[src/sv/rdc_pkg.sv]
// Shared types and constants for the radial distortion corrector.
// No dependencies; every other file imports this package.
package rdc_pkg;

  localparam int COORD_W    = 20;
  localparam int DELTA_W    = 23;  // centred full-frame offset
  localparam int MAG_W      = 22;  // |offset|
  localparam int R2_W       = 46;
  localparam int R2_HALF    = 23;
  localparam int COEFF_W    = 24;
  localparam int AXIS_W     = 18;
  localparam int MODE_W     = 2;
  localparam int M_W        = 32;  // inverse scale, Q.32
  localparam int S_W        = 48;  // either scale, Q.32
  localparam int S_HALF     = 24;
  localparam int ROOT_CELLS = 32;
  localparam int PROD_W     = COEFF_W + R2_W;
  localparam int V_W        = 40;
  localparam int CFG_IDX_W  = 2;
  localparam int CFG_DATA_W = 24;

  localparam logic [CFG_IDX_W-1:0] CFG_CAMERA_MODE = 2'd0;
  localparam logic [CFG_IDX_W-1:0] CFG_AXIS_LINE   = 2'd1;
  localparam logic [CFG_IDX_W-1:0] CFG_AXIS_SAMP   = 2'd2;
  localparam logic [CFG_IDX_W-1:0] CFG_COEFF       = 2'd3;

  localparam logic [MODE_W-1:0] MODE_NARROW = 2'd0;
  localparam logic [MODE_W-1:0] MODE_FULL   = 2'd1;
  localparam logic [MODE_W-1:0] MODE_SUM2   = 2'd2;
  localparam logic [MODE_W-1:0] MODE_SUM4   = 2'd3;

  localparam logic [MODE_W-1:0]  RST_MODE  = MODE_FULL;
  localparam logic [AXIS_W-1:0]  RST_AXIS  = 18'd131072;
  localparam logic [COEFF_W-1:0] RST_COEFF = 24'd2513572;

  localparam logic signed [COORD_W-1:0] COORD_MAX = 20'sh7FFFF;
  localparam logic signed [COORD_W-1:0] COORD_MIN = 20'sh80000;

  typedef logic signed [COORD_W-1:0] coord_t;
  typedef logic signed [DELTA_W-1:0] delta_t;

  // what travels alongside the arithmetic
  typedef struct packed {
    logic   op;
    logic   pass;
    coord_t line;
    coord_t samp;
    delta_t dx;
    delta_t dy;
  } side_t;

endpackage

[src/sv/rdc_back.sv]
// Back pipeline: scales the offsets, restores the axis, undoes summation,
// clamps and holds the output register. Depends on rdc_pkg.
module rdc_back #(
  parameter int KW = 38
) (
  input  logic                        clk,
  input  logic                        rst_n,
  input  logic                        en,
  input  logic                        vld_i,
  input  rdc_pkg::side_t              side_i,
  input  logic [KW-1:0]               k_i,
  input  logic [rdc_pkg::M_W-1:0]     m_i,
  input  logic [rdc_pkg::MODE_W-1:0]  mode,
  input  logic [rdc_pkg::AXIS_W-1:0]  axis_line,
  input  logic [rdc_pkg::AXIS_W-1:0]  axis_samp,
  output logic                        out_vld,
  output rdc_pkg::coord_t             out_line,
  output rdc_pkg::coord_t             out_samp,
  output logic                        out_sat
);
  import rdc_pkg::*;

  localparam int HP_W = MAG_W + S_HALF;
  localparam int FP_W = MAG_W + S_W;
  localparam int R_W  = FP_W - M_W;

  logic            v1_r, v2_r, v3_r, v4_r, ov_r;
  side_t           s1_r, s2_r, s3_r, s4_r;
  logic [S_W-1:0]  sc1_r;
  logic [MAG_W-1:0] my1_r, mx1_r;
  logic [HP_W-1:0] yl2_r, yh2_r, xl2_r, xh2_r;
  logic [R_W-1:0]  ry3_r, rx3_r;
  logic [FP_W-1:0] fy, fx;
  logic signed [V_W-1:0] vy4_r, vx4_r, ty, tx, qy, qx;
  logic [1:0]      shift;
  logic [V_W-1:0]  rnd;
  coord_t          cy, cx, ol_r, os_r;
  logic            saty, satx, osat_r;

  function automatic logic [MAG_W-1:0] mag(input delta_t d);
    delta_t a;
    a = d[DELTA_W-1] ? -d : d;
    return a[MAG_W-1:0];
  endfunction

  function automatic logic signed [V_W-1:0] place(input logic neg,
      input logic [R_W-1:0] r, input logic [AXIS_W-1:0] ax);
    logic signed [V_W-1:0] off;
    off = $signed(V_W'(r));
    if (neg) off = -off;
    return off + $signed(V_W'(ax));
  endfunction

  always_comb begin
    unique case (mode)
      MODE_SUM2: begin shift = 2'd1; rnd = V_W'(1); end
      MODE_SUM4: begin shift = 2'd2; rnd = V_W'(2); end
      MODE_NARROW, MODE_FULL: begin shift = 2'd0; rnd = '0; end
    endcase
  end

  // rounding constant 2^31 before dropping the Q.32 fraction
  assign fy = FP_W'(yl2_r) + (FP_W'(yh2_r) << S_HALF) + (FP_W'(1) << (M_W - 1));
  assign fx = FP_W'(xl2_r) + (FP_W'(xh2_r) << S_HALF) + (FP_W'(1) << (M_W - 1));

  assign ty = vy4_r + $signed(rnd);
  assign tx = vx4_r + $signed(rnd);
  assign qy = ty >>> shift;
  assign qx = tx >>> shift;

  always_comb begin
    saty = 1'b0;
    satx = 1'b0;
    cy = qy[COORD_W-1:0];
    cx = qx[COORD_W-1:0];
    if (qy > V_W'(COORD_MAX)) begin cy = COORD_MAX; saty = 1'b1; end
    else if (qy < V_W'(COORD_MIN)) begin cy = COORD_MIN; saty = 1'b1; end
    if (qx > V_W'(COORD_MAX)) begin cx = COORD_MAX; satx = 1'b1; end
    else if (qx < V_W'(COORD_MIN)) begin cx = COORD_MIN; satx = 1'b1; end
  end

  always_ff @(posedge clk) begin
    if (!rst_n) begin
      v1_r <= 1'b0; v2_r <= 1'b0; v3_r <= 1'b0; v4_r <= 1'b0; ov_r <= 1'b0;
    end else if (en) begin
      v1_r <= vld_i; v2_r <= v1_r; v3_r <= v2_r; v4_r <= v3_r; ov_r <= v4_r;
    end
  end

  always_ff @(posedge clk) begin
    if (en) begin
      s1_r  <= side_i;
      sc1_r <= side_i.op ? S_W'(m_i) : (S_W'(1) << M_W) + S_W'(k_i);
      my1_r <= mag(side_i.dy);
      mx1_r <= mag(side_i.dx);
      s2_r  <= s1_r;
      yl2_r <= HP_W'(my1_r) * HP_W'(sc1_r[S_HALF-1:0]);
      yh2_r <= HP_W'(my1_r) * HP_W'(sc1_r[S_W-1:S_HALF]);
      xl2_r <= HP_W'(mx1_r) * HP_W'(sc1_r[S_HALF-1:0]);
      xh2_r <= HP_W'(mx1_r) * HP_W'(sc1_r[S_W-1:S_HALF]);
      s3_r  <= s2_r;
      ry3_r <= fy[FP_W-1:M_W];
      rx3_r <= fx[FP_W-1:M_W];
      s4_r  <= s3_r;
      vy4_r <= place(s3_r.dy[DELTA_W-1], ry3_r, axis_line);
      vx4_r <= place(s3_r.dx[DELTA_W-1], rx3_r, axis_samp);
      if (s4_r.pass) begin
        ol_r   <= s4_r.line;
        os_r   <= s4_r.samp;
        osat_r <= 1'b0;
      end else begin
        ol_r   <= cy;
        os_r   <= cx;
        osat_r <= saty | satx;
      end
    end
  end

  assign out_vld  = ov_r;
  assign out_line = ol_r;
  assign out_samp = os_r;
  assign out_sat  = osat_r;
endmodule
[config.mk]
export PLATFORM = sky130hd
export DESIGN_NAME = rdc_back
export DESIGN_NICKNAME = d
export VERILOG_FILES = /design/src/sv/rdc_pkg.sv /design/src/sv/rdc_back.sv
export SDC_FILE = /design/constraint.sdc
export NUM_CORES = 2
export LEC_CHECK = 0
export BUFFER_PORTS_ARGS = -buffer_cell sky130_fd_sc_hd__buf_2
export CAP_MARGIN = 10
export CORE_UTILIZATION = 55
export CTS_CLUSTER_SIZE = 8
export DETAILED_ROUTE_END_ITERATION = 10
export HOLD_SLACK_MARGIN = 0.1
export PLACE_DENSITY = 0.71
export SETUP_SLACK_MARGIN = 0.4
export SKIP_CTS_REPAIR_TIMING = 1
export SYNTH_ARGS = -nofsm -noshare
export SYNTH_HDL_FRONTEND = slang
export SYNTH_SLANG_ARGS = --single-unit
[constraint.sdc]
create_clock -name clk -period 22.4 [get_ports clk]
set_input_delay 6.72 -clock clk [delete_from_list [all_inputs] [get_ports clk]]
set_output_delay 6.72 -clock clk [all_outputs]
set_load 0.02 [all_outputs]
After elaboration in Yosys (flattened, before gate mapping)

Index checks and enable logic that the tools add are counted.

Reductions and logical operators: 2
Bitwise operators: 1
Equal/unequal tests: 3
Div/mod/pow operators: 0
Mux-type cells: 19
Order comparisons: 4
Multiply operators: 4
Shifts and indexed selects: 2
Add/sub/neg operators: 13

Operators with widths:

| cell                                                                           | count |
|---|---|
| 40-bit two-way mux                                                             | 4 |
| 46-bit by 70-bit adder with 70-bit output                                      | 2 |
| 70-bit by 32-bit adder with 70-bit output, second input constant               | 2 |
| 20-bit two-way mux                                                             | 6 |
| 40-bit one-hot mux with 3 select lines                                         | 1 |
| 22-bit by 24-bit multiplier with 46-bit output                                 | 2 |
| 40-bit by 19-bit adder with 40-bit output                                      | 2 |
| 40-bit adder                                                                   | 2 |
| 40-bit by 20-bit > comparator with 1-bit output, second input constant         | 2 |
| 40-bit by 20-bit less-than comparator with 1-bit output, second input constant | 2 |
| 38-bit negation with 40-bit output                                             | 2 |
| 40-bit by 2-bit >>> shifter with 40-bit output                                 | 2 |
| 22-bit by 15-bit multiplier with 37-bit output                                 | 2 |
| 22-bit two-way mux                                                             | 2 |
| 22-bit negation                                                                | 2 |
| 33-bit by 38-bit adder with 39-bit output, first input constant                | 1 |
| 32-bit two-way mux                                                             | 1 |
| 2-bit one-hot mux with 3 select lines                                          | 1 |
| 2-bit equality test, second input constant                                     | 2 |
| 1-bit two-way mux                                                              | 4 |
| 2-bit by 1-bit equality test with 1-bit output, second input constant          | 1 |
| 2-bit zero test                                                                | 1 |
| 2-bit OR reduction                                                             | 1 |
| 1-bit OR                                                                       | 1 |

Memory bits (writable): 0
Memory bits (read-only): 0
Memories kept: 0
Output and inout port bits: 42
Register bits: 771
Latch bits: 0
Logic and storage cells: 86

Depth between registers and ports, before layout

Depth in word-level cells: 9
Gate-level depth with buffers: 26
Mapped depth without buffers: 24

Worst setup path before layout

No wires, ideal clock.

Kind: input-to-reg
Start: input mode[0] (netlist bit)
End: register ol_r[10], in the netlist out_line[10], data pin
Slack: 11.221 ns
Buffers on the path: 7
Arrival time: 10.921 ns
Stages: 20
Path through: clkbuf_1 > nor2b_1 > clkbuf_1 > clkbuf_1 > buf_1 > and2_1 > fa_1 > and4_1 > buf_2 > nand4_1 > clkbuf_1 > o21ai_1 > nand3_1 > a211oi_1 > o211ai_1 > or4_1 > o31a_1 > nor2_2 > buf_4 > a21oi_1

Cells in the longest elaborated chain, start to end: 9
Elaborated cells between the ends (all ways): 14
Classes of those cells: add/sub (1); order compare (2); eq/ne (3); shift (1); mux (5); reduce/logical (2)

Ends and longest elaborated chain:

| what                                                                              | line            | RTL |
|---|---|---|
| from (decl)                                                                       | rdc_back.sv:13  | `input logic [rdc_pkg::MODE_W-1:0] mode,` |
| 2-bit by 1-bit equality test with 1-bit output or 2-bit zero test (tied branches) | rdc_back.sv:55  | `unique case (mode)` |
| 2-bit OR reduction                                                                | rdc_back.sv:55  |  |
| 40-bit one-hot mux with 3 select lines                                            | rdc_back.sv:55  |  |
| 40-bit adder                                                                      | rdc_back.sv:66  | `assign ty = vy4_r + $signed(rnd);` |
| 40-bit by 2-bit >>> shifter with 40-bit output (*)                                | rdc_back.sv:68  | `assign qy = ty >>> shift;` |
| 40-bit by 20-bit less-than comparator with 1-bit output                           | rdc_back.sv:77  | `else if (qy < V_W'(COORD_MIN)) begin cy = COORD_MIN; saty = 1'b1; end` |
| 20-bit two-way mux                                                                | rdc_back.sv:77  |  |
| 20-bit two-way mux (*)                                                            | rdc_back.sv:76  | `if (qy > V_W'(COORD_MAX)) begin cy = COORD_MAX; saty = 1'b1; end` |
| 20-bit two-way mux (*)                                                            | rdc_back.sv:107 | `if (s4_r.pass) begin` |
| to (signal assigned)                                                              | rdc_back.sv:108 | `ol_r <= s4_r.line;` |
| to (signal assigned)                                                              | rdc_back.sv:112 | `ol_r <= cy;` |
| to (decl)                                                                         | rdc_back.sv:37  | `coord_t cy, cx, ol_r, os_r;` |

Every way passes the cells marked *; elsewhere a longest branch is shown, timed or not. The select of a mux whose other input is x is not followed.
A chain may end at the register's enable or synchronous reset.

Worst setup path after layout

Start: input mode[0] (netlist bit)
End: register ol_r[16], in the netlist out_line[16], data pin

The elaborated chain is that of the path after synthesis.

==> flow_summary.json <==
{
  "first_iter_violations": 4201,
  "synth_top_area_share_pct": 34.22,
  "syn_to_final_growth_pct": 6.100,
  "r2r_start": "sc1_r[18]",
  "skew_ns": 0.04466,
  "required_ns": 22.76,
  "htreeDepth": 3,
  "fmax_mhz": 84.22,
  "fp.coreArea_sq_mm": 0.1463,
  "final_antenna_net_count": 0,
  "hp-start": "s2_r[71]",
  "syn_area_sq_mm": 0.08143,
  "min_to": "s3_r[71]",
  "synth_cell_types": 93,
  "synth_edf_count": 552,
  "crit_fanout": 66,
  "clock_latency_ns": 0.70,
  "netlist_top_cells_area": "fa_1 34%, edfxtp_1 20%, ha_1 9.9%, inv_1 6.3%, and2_1 5.7%",
  "firstDrtPassIters": 5,
  "ys_seq_area_share_pct": 20.48,
  "stdcell_area_sq_mm": 0.08639,
  "holdWs_ns": 0.3859,
  "yosys_most_used_dff": "edfxtp_1",
  "num_vias": 58469,
  "num_io_pins": 242,
  "clockBufferDepth": 3,
  "cts_tree": "yes",
  "rsz0062_at_grt": "false",
  "cts_made_buffers": 81,
  "async_flop_share_pct": 0,
  "grt_pass1_wl_mm": 336.1,
  "hold_depth": 0,
  "drc": 0,
  "hp-class": "reg -> reg",
  "nNetsFinal": 10457,
  "ys_warn_count": 0,
  "post-route-period-util_pct": 53.01,
  "globalRouteOverflowTotal": 0,
  "drive_above_1_share_pct": 6.394,
  "n_fill_cell": 12266,
  "r2r_cells": 22,
  "placed_area_sq_mm": 0.08415,
  "worstPathArrival_ns": 12.23,
  "timing.rr.end": "xl2_r[38]",
  "reg2reg_slack_ns": 13.68,
  "gp_congestion": 0.9064,
  "synth_common_cells": "1392 x fa_1, 1359 x inv_1, 1166 x nand2_1",
  "cp-end-kind": "flop",
  "netlist_instances": 8236,
  "ys_seq_elements": 557,
  "setup_viol": 0,
  "fin_util_pct": 59.07,
  "finalHoldViolations": 0,
  "grtUsageTotal_pct": 28.60,
  "clock-sinks": 557,
  "die_w_microns": 386.8,
  "worst_pin_slew_ns": 1.214,
  "antenna_found_initial": 8,
  "path_clk_slew_ns": 0.05,
  "max-cap-violations": 0,
  "dieArea_sq_mm": 0.1496,
  "synth_nets": 10473,
  "root_buffer": "clkbuf_16",
  "finalMaxSlewViolations": 0,
  "critPathLaunch": "mode[0]",
  "avgSynthCellArea_sq_um": 9.887,
  "portBuffers": 241,
  "start_kind": "input port",
  "crit_type": "in -> reg",
  "yosys.area.top_type": "fa_1",
  "wl_per_cell_microns": 20.71,
  "viasPerCell": 5.754,
  "grt_max_degree": 91,
  "grt_pass1_vias": 61714,
  "dp_hpwl_mm": 151.2,
  "slew_headroom_pct": 19.08,
  "yosysMostFrequentCell": "fa_1",
  "wirelength_mm": 210.4,
  "min_period_ns": 11.87,
  "row_count": 140,
  "die_h_microns": 386.8,
  "finalSetupTns_ns": 0,
  "initial_core_util_pct": 55.67,
  "status": "finished clean"
}
## state kept, by name (all words and copies together), names as in the netlist, 20 cells and up
signal    count
s1_r         45
out_line     20
sc1_r        39
vy4_r        40
mx1_r        21
xh2_r        37
out_samp     20
yl2_r        22
yh2_r        37
my1_r        21
s4_r         41
s2_r         43
rx3_r        30
s3_r         43
vx4_r        40
xl2_r        22
ry3_r        30
## routing by layer
metal  GRT usage, %  routed length (microns)
met2          47.61                   100200
met1          37.99                    85820
met4          9.446                     7331
met5              0                       20
met3          4.938                    17050
## placed cells by master (no fill, tap or decap), types with 82 or more instances in the layout
cell type,netlist,routed
nand3_1,90,90
ha_1,645,645
o21ai_0,141,141
nor2_1,220,220
buf_4,1,112
xnor2_1,273,273
fa_1,1392,1392
buf_2,18,240
inv_1,1359,1359
edfxtp_1,552,552
nand2_1,1166,1166
a21o_1,84,84
xor2_1,94,94
a21oi_1,211,211
clkbuf_16,0,82
and2_1,747,747
## worst max-delay path by stage
stage	end	cells after the start	slack, ns
final	out_line[16]	17	10.53
after global routing	out_line[15]	17	10.11
after CTS	out_line[16]	17	10.66
after detailed placement	out_line[16]	17	9.95
after global placement	out_line[18]	17	9.97
after floorplan	out_line[10]	20	11.22
## per-stage QoR
stage               worst slack [ns]  std cells
floorplan                      11.22       8236
global placement               9.970      10054
detailed placement             9.954      10054
CTS                            10.66      10159
global route                   10.11      10160
finish                         10.53      10161
## kinds of logic (layout without fill, tap and decap cells)
| logic type | Yosys count | after routing | share of synthesized area, % |
|---|---|---|---|
| AO/OA/AOI/OAI | 775 | 775 | 6.329 |
| XOR/XNOR | 367 | 367 | 3.948 |
| adder cells (fa/ha/maj) | 2037 | 2037 | 44.13 |
| multiplexers | 54 | 54 | 0.7176 |
| buffers and inverters | 1812 | 1818 | 8.394 |
| other | 0 | 2 | 0 |
| flip-flops | 557 | 557 | 20.48 |
| AND/OR/NAND/NOR | 2634 | 2634 | 16.00 |
## area by class of cell
class	instances	area [sq um]	area share (%)
flip-flops and latches	557	16680	19.30
multi-input cells	5867	57920	67.04
well taps	1917	2399	2.776
clock buffers	93	2093	2.423
diodes	2	5.005	0.005793
repair buffers	353	2057	2.381
clock inverters	12	141.4	0.1637
inverters	1360	5105	5.909
## critical path: stages
cell and delay [ns]:
buf_2 0.08, buf_4 0.58, nand2_1 0.10, buf_4 0.27
inv_1 0.08, buf_4 0.28, fa_1 0.30, and4_1 0.38
nand4_1 0.66, o21ai_1 0.49, nand3_1 0.19, a211oi_1 0.27
o211ai_1 0.13, or4_1 0.53, o31a_1 0.29, nor2_2 0.67
a21oi_1 0.16
Power is not shown: default switching activity piles up to over one toggle a cycle in this logic, so the estimate is an artifact.
